==> config.mk <==
export PLATFORM = sky130hd
export DESIGN_NAME = double_ended_queue
export DESIGN_NICKNAME = d
export VERILOG_FILES = /design/src/rtl/core/deq_pkg.sv /design/src/rtl/core/deq_ram.sv /design/src/rtl/core/double_ended_queue.sv
export SDC_FILE = /design/constraint.sdc
export NUM_CORES = 1
export LEC_CHECK = 0
export ABC_CLOCK_PERIOD_IN_PS = 3600
export BUFFER_PORTS_ARGS = -buffer_cell sky130_fd_sc_hd__buf_4
export CORE_ASPECT_RATIO = 1.4
export CORE_UTILIZATION = 58
export CTS_BUF_LIST = sky130_fd_sc_hd__clkbuf_8
export DETAILED_ROUTE_END_ITERATION = 10
export PLACE_DENSITY = 0.78
export SYNTH_ARGS = -nofsm -noshare
export SYNTH_HDL_FRONTEND = slang
export SYNTH_SLANG_ARGS = --single-unit
==> constraint.sdc <==
create_clock -name clk -period 3.6 [get_ports clk]
set_clock_uncertainty 0.15 [all_clocks]
set_input_delay 0 -clock clk [delete_from_list [all_inputs] [get_ports clk]]
set_output_delay 0 -clock clk [all_outputs]
set_load 0.02 [all_outputs]
==> src/rtl/core/deq_pkg.sv <==
package deq_pkg;

  localparam int DEPTH  = 16;
  localparam int IW     = (DEPTH > 1) ? $clog2(DEPTH) : 1;
  localparam int CW     = $clog2(DEPTH + 1);
  localparam int DATA_W = 32;
  localparam int OP_W   = 3;
  localparam int ST_W   = 2;

  localparam logic [OP_W-1:0] OP_PUSH_FRONT = 3'd0;
  localparam logic [OP_W-1:0] OP_PUSH_BACK  = 3'd1;
  localparam logic [OP_W-1:0] OP_POP_FRONT  = 3'd2;
  localparam logic [OP_W-1:0] OP_POP_BACK   = 3'd3;
  localparam logic [OP_W-1:0] OP_DUMP       = 3'd4;

  localparam logic [ST_W-1:0] ST_OK    = 2'd0;
  localparam logic [ST_W-1:0] ST_EMPTY = 2'd1;
  localparam logic [ST_W-1:0] ST_FULL  = 2'd2;

  // pos < DEPTH and off <= DEPTH, so one subtract wraps the sum
  function automatic logic [IW-1:0] ring_add(input logic [IW-1:0] pos,
                                             input logic [CW-1:0] off);
    logic [CW:0] s;
    s = (CW+1)'(pos) + (CW+1)'(off);
    if (s >= (CW+1)'(DEPTH)) begin
      s = s - (CW+1)'(DEPTH);
    end
    return s[IW-1:0];
  endfunction

endpackage

==> src/rtl/core/deq_ram.sv <==
module deq_ram #(
  parameter int WIDTH = 32,
  parameter int DEPTH = 16
) (
  input  logic                                      clk,
  input  logic                                      wr_en,
  input  logic [((DEPTH > 1) ? $clog2(DEPTH) : 1)-1:0] wr_addr,
  input  logic [WIDTH-1:0]                          wr_data,
  input  logic                                      rd_en,
  input  logic [((DEPTH > 1) ? $clog2(DEPTH) : 1)-1:0] rd_addr,
  output logic [WIDTH-1:0]                          rd_data
);

  logic [WIDTH-1:0] mem [DEPTH];

  always_ff @(posedge clk) begin
    if (wr_en) begin
      mem[wr_addr] <= wr_data;
    end
    if (rd_en) begin
      rd_data <= mem[rd_addr];
    end
  end

endmodule

==> src/rtl/core/double_ended_queue.sv <==
// Bounded double-ended queue of signed 32-bit items held in a ring RAM of
// deq_pkg::DEPTH entries. Drive start high with an operation while busy is
// low; the item is taken at that clock edge. Push and pop give one result
// on the cycle after acceptance, and the next item may be taken in that
// same cycle, so a stream of pushes and pops runs at one item per clock.
// A dump holds busy high while it reads the stored items, one RAM read per
// cycle, and presents them front to back on consecutive cycles, each from
// the registered RAM read data; the final one comes out in the
// cycle in which busy is low again, and last marks it. Dumping an empty
// queue gives one result with status empty on the cycle after acceptance.
// Operation codes 5 to 7 are taken and dropped with no result. Every
// result is on the outputs for exactly one cycle, marked by done; the
// receiver cannot stall the block, so it must take each result in the
// cycle it appears.
module double_ended_queue (
  input  logic                                    clk,
  input  logic                                    rst,
  input  logic                                    start,
  input  logic        [deq_pkg::OP_W-1:0]         operation,
  input  logic signed [deq_pkg::DATA_W-1:0]       value,
  output logic                                    busy,
  output logic                                    done,
  output logic        [deq_pkg::ST_W-1:0]         status,
  output logic signed [deq_pkg::DATA_W-1:0]       element,
  output logic                                    last
);

  typedef enum logic {IDLE, DUMP} state_t;

  state_t                        state;
  logic [deq_pkg::IW-1:0]        front;
  logic [deq_pkg::CW-1:0]        count;
  logic [deq_pkg::IW-1:0]        rd_addr;
  logic [deq_pkg::CW-1:0]        rd_left;
  logic                          el_sel;

  logic                          full;
  logic                          empty;
  logic [deq_pkg::IW-1:0]        front_dec;
  logic                          wr_en;
  logic [deq_pkg::IW-1:0]        wr_addr;
  logic                          rd_en;
  logic [deq_pkg::DATA_W-1:0]    rd_data;

  assign busy      = (state == DUMP);
  assign full      = (count == deq_pkg::CW'(deq_pkg::DEPTH));
  assign empty     = (count == '0);
  assign front_dec = deq_pkg::ring_add(front, deq_pkg::CW'(deq_pkg::DEPTH - 1));
  assign wr_en     = (state == IDLE) && start && !full &&
                     ((operation == deq_pkg::OP_PUSH_FRONT) ||
                      (operation == deq_pkg::OP_PUSH_BACK));
  assign wr_addr   = (operation == deq_pkg::OP_PUSH_FRONT) ? front_dec
                                                           : deq_pkg::ring_add(front, count);
  assign rd_en     = (state == DUMP);
  assign element   = el_sel ? $signed(rd_data) : '0;

  deq_ram #(
    .WIDTH (deq_pkg::DATA_W),
    .DEPTH (deq_pkg::DEPTH)
  ) u_ram (
    .clk     (clk),
    .wr_en   (wr_en),
    .wr_addr (wr_addr),
    .wr_data (value),
    .rd_en   (rd_en),
    .rd_addr (rd_addr),
    .rd_data (rd_data)
  );

  always_ff @(posedge clk) begin
    if (rst) begin
      state   <= IDLE;
      front   <= '0;
      count   <= '0;
      rd_addr <= '0;
      rd_left <= '0;
      done    <= 1'b0;
      el_sel  <= 1'b0;
      status  <= deq_pkg::ST_OK;
      last    <= 1'b0;
    end else begin
      done   <= 1'b0;
      el_sel <= 1'b0;
      unique case (state)
        IDLE: begin
          if (start) begin
            case (operation) inside
              deq_pkg::OP_PUSH_FRONT, deq_pkg::OP_PUSH_BACK: begin
                done <= 1'b1;
                last <= 1'b1;
                if (full) begin
                  status <= deq_pkg::ST_FULL;
                end else begin
                  status <= deq_pkg::ST_OK;
                  count  <= count + 1'b1;
                  if (operation == deq_pkg::OP_PUSH_FRONT) begin
                    front <= front_dec;
                  end
                end
              end
              deq_pkg::OP_POP_FRONT, deq_pkg::OP_POP_BACK: begin
                done <= 1'b1;
                last <= 1'b1;
                if (empty) begin
                  status <= deq_pkg::ST_EMPTY;
                end else begin
                  status <= deq_pkg::ST_OK;
                  count  <= count - 1'b1;
                  if (operation == deq_pkg::OP_POP_FRONT) begin
                    front <= deq_pkg::ring_add(front, deq_pkg::CW'(1));
                  end
                end
              end
              deq_pkg::OP_DUMP: begin
                if (empty) begin
                  done   <= 1'b1;
                  last   <= 1'b1;
                  status <= deq_pkg::ST_EMPTY;
                end else begin
                  state   <= DUMP;
                  rd_addr <= front;
                  rd_left <= count;
                end
              end
              default: begin
              end
            endcase
          end
        end
        DUMP: begin
          done    <= 1'b1;
          el_sel  <= 1'b1;
          status  <= deq_pkg::ST_OK;
          last    <= (rd_left == deq_pkg::CW'(1));
          rd_addr <= deq_pkg::ring_add(rd_addr, deq_pkg::CW'(1));
          rd_left <= rd_left - 1'b1;
          if (rd_left == deq_pkg::CW'(1)) begin
            state <= IDLE;
          end
        end
        default: begin
          state <= IDLE;
        end
      endcase
    end
  end

endmodule

; ---- Word-level counts from Yosys, hierarchy flattened
; Memory sizes are Yosys's and may differ from the RTL's. A register that Yosys moved wholly into a read port is not among the register bits.
; Cells that the tools add are included.
[totals]
register_bits = 24
mem_bits_rw = 512
inputBits = 38
out_inout_bits = 37
wordCells = 115
mem_count = 1
[classes]
add_sub_neg = 11
order_cmp = 4
n_eq_ne = 16
n_mux = 58
bitwise_logic = 1
n_reduce_logical = 15
[memory_table]
columns = memory, words, width, rd, rd_ports_with_merged_regs, write_ports, line
row1 = u_ram.mem, 16, 32, 1, 1, 1, deq_ram.sv:14  ; logic [WIDTH-1:0] mem [DEPTH];
[op_table]
columns = cell, count
row1 = 4-bit two-way mux, 16
row2 = 5-bit two-way mux, 9
row3 = 32-bit two-way mux, 1
row4 = 1-bit two-way mux, 20
row5 = 4-bit by 1-bit subtractor with 4-bit output (second input constant), 4
row6 = 5-bit >= comparator (second input constant), 3
row7 = 2-bit two-way mux, 6
row8 = 2-bit inequality test (second input constant), 6
row9 = 4-bit by 1-bit adder with 5-bit output (second input constant), 2
row10 = 5-bit one-hot mux with 2 select lines, 1
row11 = 5-bit AND reduction, 2
row12 = 5-bit by 1-bit subtractor with 5-bit output (second input constant), 2
row13 = 4-bit one-hot mux with 2 select lines, 1
row14 = 7-bit AND reduction, 1
row15 = 4-bit by 5-bit adder with 6-bit output, 1
row16 = 3-bit by 2-bit == test with 1-bit output (second input constant), 2
row17 = 6-bit by 5-bit >= comparator with 1-bit output (second input constant), 1
row18 = 1-bit one-hot mux with 2 select lines, 3
row19 = 4-bit by 4-bit adder with 5-bit output (second input constant), 1
row20 = 5-bit by 1-bit adder with 5-bit output (second input constant), 1
row21 = 5-bit by 1-bit == test with 1-bit output (second input constant), 1
row22 = 5-bit == test (second input constant), 1
row23 = 5-bit zero test, 1
row24 = 2-bit by 1-bit inequality test with 1-bit output (second input constant), 2
row25 = 13 further kinds, 17

; ---- Longest topological paths before layout
[logic_depth]
word_depth = 7
ltp_mapped = 9
depth_no_buf = 8

; ---- Modules after synthesis
; Synthesis repeated with hierarchy kept, for this count alone.
[hier_totals]
cells_unflattened = 1063
area_unflattened_um2 = 21978.6
[modules_own_cells]
columns = mod, instances, cells_per_inst, area_per_inst_um2, seq_area_each_um2
row1 = deq_ram, 1, 838, 20155.6, 16335.7
row2 = double_ended_queue, 1, 225, 1823.0, 480.5

; ---- Worst setup path after synthesis
; OpenSTA, ideal clock, no wires.
[synth_timing]
path_kind = register to register
start = register state (netlist: busy)
end = memory u_ram.mem[2][0], enable pin
setup_ns = 0.421
arrival_ns = 3.088
required_time_ns = 3.029
setup_slack_ns = -0.059
stages_incl_launch_ff = 7
path_buffers = 1
synth_period_minus_slack_ns = 3.659
path_cell_list = dfxtp_1 > clkbuf_1 > nor2b_1 > o211ai_1 > nor2_1 > nand2_1 > nor2_1
[synth_via]
elab_chain_cells = 6
[synth_rtl]
columns = element, line
row1 = "start, declared", double_ended_queue.sv:30  ; state_t state;
row2 = "start signal, assigned", double_ended_queue.sv:72  ; state <= IDLE;
row3 = "start signal, assigned", double_ended_queue.sv:120  ; state <= DUMP;
row4 = "start signal, assigned", double_ended_queue.sv:138  ; state <= IDLE;
row5 = 1-bit NOT (no line), -
row6 = 1-bit logical AND (3 in series), double_ended_queue.sv:49  ; assign wr_en = (state == IDLE) && start && !full &&
row7 = 1-bit two-way mux, deq_ram.sv:17  ; if (wr_en) begin
row8 = 1-bit two-way mux (implied by the code), deq_ram.sv:18  ; mem[wr_addr] <= wr_data;
row9 = "end, declared", deq_ram.sv:14
; Every way passes these cells.

; ---- Worst setup path in the final report
[layout_timing]
start = register count[1] (netlist bit)
end = register status[1] (netlist bit)
[layout_via]
elab_chain_cells = 5
word_cells_on_any_way = 8
cone_classes = 2 x eq/ne / 4 x mux / 2 x reduce/logical
[layout_rtl]
columns = element, line
row1 = "start, declared", double_ended_queue.sv:32  ; logic [deq_pkg::CW-1:0] count;
row2 = "start signal, assigned", double_ended_queue.sv:95  ; count <= count + 1'b1;
row3 = "start signal, assigned", double_ended_queue.sv:108  ; count <= count - 1'b1;
row4 = 5-bit == test, double_ended_queue.sv:46  ; assign full = (count == deq_pkg::CW'(deq_pkg::DEPTH));
row5 = 2-bit two-way mux, double_ended_queue.sv:91  ; if (full) begin
row6 = 2-bit two-way mux, double_ended_queue.sv:87  ; case (operation) inside
row7 = 2-bit two-way mux, double_ended_queue.sv:86  ; if (start) begin
row8 = 2-bit one-hot mux with 2 select lines, double_ended_queue.sv:84  ; unique case (state)
row9 = "end signal, assigned", double_ended_queue.sv:92  ; status <= deq_pkg::ST_FULL;
row10 = "end signal, assigned", double_ended_queue.sv:94  ; status <= deq_pkg::ST_OK;
row11 = "end signal, assigned", double_ended_queue.sv:105  ; status <= deq_pkg::ST_EMPTY;
row12 = "end, declared", double_ended_queue.sv:23  ; output logic [deq_pkg::ST_W-1:0] status,
; Parallel ways exist; a longest one is shown, timed or not. The select of a mux whose other input is x is not followed.
; A chain may end at the register's enable or synchronous reset.

==> results.ini <==
[run_status]
outcome = complete, no violations

[floorplan]
fp.dieH_um = 233
dieArea_mm2 = 0.0388
rows = 84
io_pins = 75
core_mm2 = 0.0375
die_w_um = 167
start_util_pct = 58.7

[worst_setup_path]
crit_path_max_incr_delay_ps = 670
cp_data_arrival_time_ps = 3610
cp_data_required_time_ps = 3960
ff2ff_path_depth = 7
path_cells = or4_1 > o41ai_2 > a21oi_1 > dlygate4sd3_1 > a32oi_1 > dlygate4sd3_1 > nor2_1
criticalPathCategory = register to register
rrSetupSlack_ps = 360
path_max_fanout = 6
r2r_start = count[1]$_SDFFE_PP0P_
cp_slowest_cell = dlygate4sd3_1
cpMostUsedCell = dlygate4sd3_1
r2r_end = status[1]$_SDFFE_PP0P_
critPathCaptureType = register
startpoint_type = register

[clock_network]
tritoncts = yes
cts_buffers = 81
clkTransAtPathRegs_ps = 70
cts_sinks = 568
cts_setup_buffers = 0
cts_resized = 0
htreeDepth = 3
root_buffer = clkbuf_8
ctsHoldBuffers = 42
cts_max_path_buffers = 3
worstSkewPairLatency_ps = 630

[detailed_routing]
detail_route.vias_per_cell = 6.16
vias = 10510
finalWirelength_mm = 43.5
drc = 0
drt-pass1-iter-count = 5
dr.first_iter.drc_count = 1131
wire_per_inst_um = 25.5
ant_nets = 0

[hold_path]
worstHoldPathCells = 2
hold_path_end = u_ram.mem[1][15]$_DFFE_PP_
worstHoldStart = value[15]
min_path_type = primary input to register

[global_routing]
grt.total_usage_pct = 23.6
grt_max_degree = 56
grt_pass1_wl_mm = 66.4
grt_pass1_vias = 11230
antenna_found_initial = 1
grt.overflow.total = 0

[placed_design]
globalplace.congestion = 0.834
io_buffers = 74
dpl.hpwl_mm = 24.5
dp_cells = 1513

[sta]
hold_violations = 0
fin_crit_ps = 3240
drv_slew = 0
finalCritPeriodShare_pct = 90.1
max_freq_mhz = 308
slew_headroom_pct = 27.4
whs_ps = 61.5
grt_setup_unrepaired = no
finalSetupViolCount = 0
worst_slew_pin_slew_ps = 1090

[synthesis]
synth_top_area_share_pct = 74.2
ys_types = 45
yosysTopAreaCell = edfxtp_1
async_flop_share_pct = 0
synthCells = 981
syn_avg_cell_area_um2 = 22.5
netlist_area_mm2 = 0.0220
syn_nets = 1032
yosysWarnings = 0
synth-edff-count = 544
ys_seq_area_share_pct = 76.3
yosys_register_bits = 568
synth_ff_type = edfxtp_1
synth.area.top_cells = edfxtp_1 74%, mux4_2 16%, dfxtp_1 2.2%

[power]
powerDensity_mw_per_mm2 = 505
total_power_mw = 12.8
pwr-share-seq_pct = 57.8
leakage_nw = 8.04
intPower_mw = 9.99
ir_drop_v = 0.000336
swShare_pct = 21.9
clkPwrFrac_pct = 36.5
pwr-share-comb_pct = 5.7
p_sw_mw = 2.79

[cells_and_area]
final_common_cell = edfxtp_1
drive_above_1_share_pct = 32.8
final_cell_mix = 544 x edfxtp_1, 160 x mux4_2, 104 x buf_4
area_growth_pct = 14.8
fin_cells = 1705
final_nets = 1216

[job]
maxCapViolCount = 0

[power groups by stage]
stage          Clock (mW)  Combinational [mW]  Sequential [mW]
6_report             4.67               0.728             7.39
5_1_grt              5.02               0.791             7.39
4_1_cts              4.76               0.735             7.39
3_5_place_dp            0               0.692             7.53
3_3_place_gp            0               0.669             7.52
2_1_floorplan           0               0.434             7.52
[area by class of cell]
cell class | instances | area [µm²]
antenna | 1 | 2.50
clock buffer | 84 | 1160
clock inverter | 65 | 344
fill | 2233 | 12200
inverter | 12 | 45.0
multi-input combinational | 350 | 5000
sequential | 568 | 16800
tap | 473 | 592
timing repair buffer | 152 | 1320
[through the flow]
step           utilization (%)  TNS (ps)  setup WS (ps)  instance area, µm²
2_1_floorplan                -    -14950          -59.4               22000
3_3_place_gp              62.3         0            474               23400
3_5_place_dp              62.3         0            434               23400
4_1_cts                   67.4         0            414               25300
5_1_grt                   67.4         0            197               25300
6_report                  67.4         0            358               25300
[worst max-delay path, delay by kind of cell (launching register included)]
family / cells / cell delay, ps
and+or+nand+nor: 2 / 680
buffers and inverters: 2 / 1250
AOI/OAI and AO/OA: 3 / 690
DFF: 1 / 360
[logic make-up after synthesis]
kind of cell / share of synthesized area, %
AOI/OAI and AO/OA: 1.41
xor gates and xnor gates: 0.755
adders and majority gates: 0.807
buffers and inverters: 1.49
DFF: 76.3
muxes: 16.6
and+or+nand+nor: 2.60
[registers in the layout, indices dropped and copies added, names as in the netlist]
signal         cells
busy               1
rd_left            5
done               1
u_ram.mem        512
count              5
status             2
el_sel             1
rd_addr            4
last               1
u_ram.rd_data     32
front              4
[how the worst max path moves through the flow]
| stage | start | to | cells past startpoint |
|---|---|---|---|
| floorplan | busy$_SDFF_PP0_ | u_ram.mem[2][0]$_DFFE_PP_ | 6 |
| global placement | front[0]$_SDFFE_PP0P_ | u_ram.mem[0][15]$_DFFE_PP_ | 7 |
| detailed placement | front[0]$_SDFFE_PP0P_ | u_ram.mem[0][16]$_DFFE_PP_ | 7 |
| CTS | front[0]$_SDFFE_PP0P_ | u_ram.mem[0][29]$_DFFE_PP_ | 7 |
| global route | count[1]$_SDFFE_PP0P_ | status[1]$_SDFFE_PP0P_ | 7 |
| finish | count[1]$_SDFFE_PP0P_ | status[1]$_SDFFE_PP0P_ | 7 |
[layer usage]
layer  global-route usage (%)  wire (µm)  up-vias  share of wire, %
li1                         -          -     4477                 -
met3                     3.52       2670       89               6.1
met2                     40.4      22700      458                52
met1                     30.1      16700     5486                38
met4                     11.1       1380        0               3.2
met5                        0          0        -                 0
[synthesized netlist by cell type, types with 5 or more instances]
cell type / instances
xor2_1: 5
a21oi_1: 10
a211oi_1: 5
dfxtp_1: 24
inv_1: 11
nor2b_1: 5
a222oi_1: 6
xnor2_1: 14
nor3_1: 5
buf_6: 11
buf_1: 8
and2_1: 32
ha_1: 11
buf_2: 7
nand2_1: 14
nor2_1: 47
clkbuf_1: 24
edfxtp_1: 544
mux4_2: 160
Power figures use the tool's default switching activity.
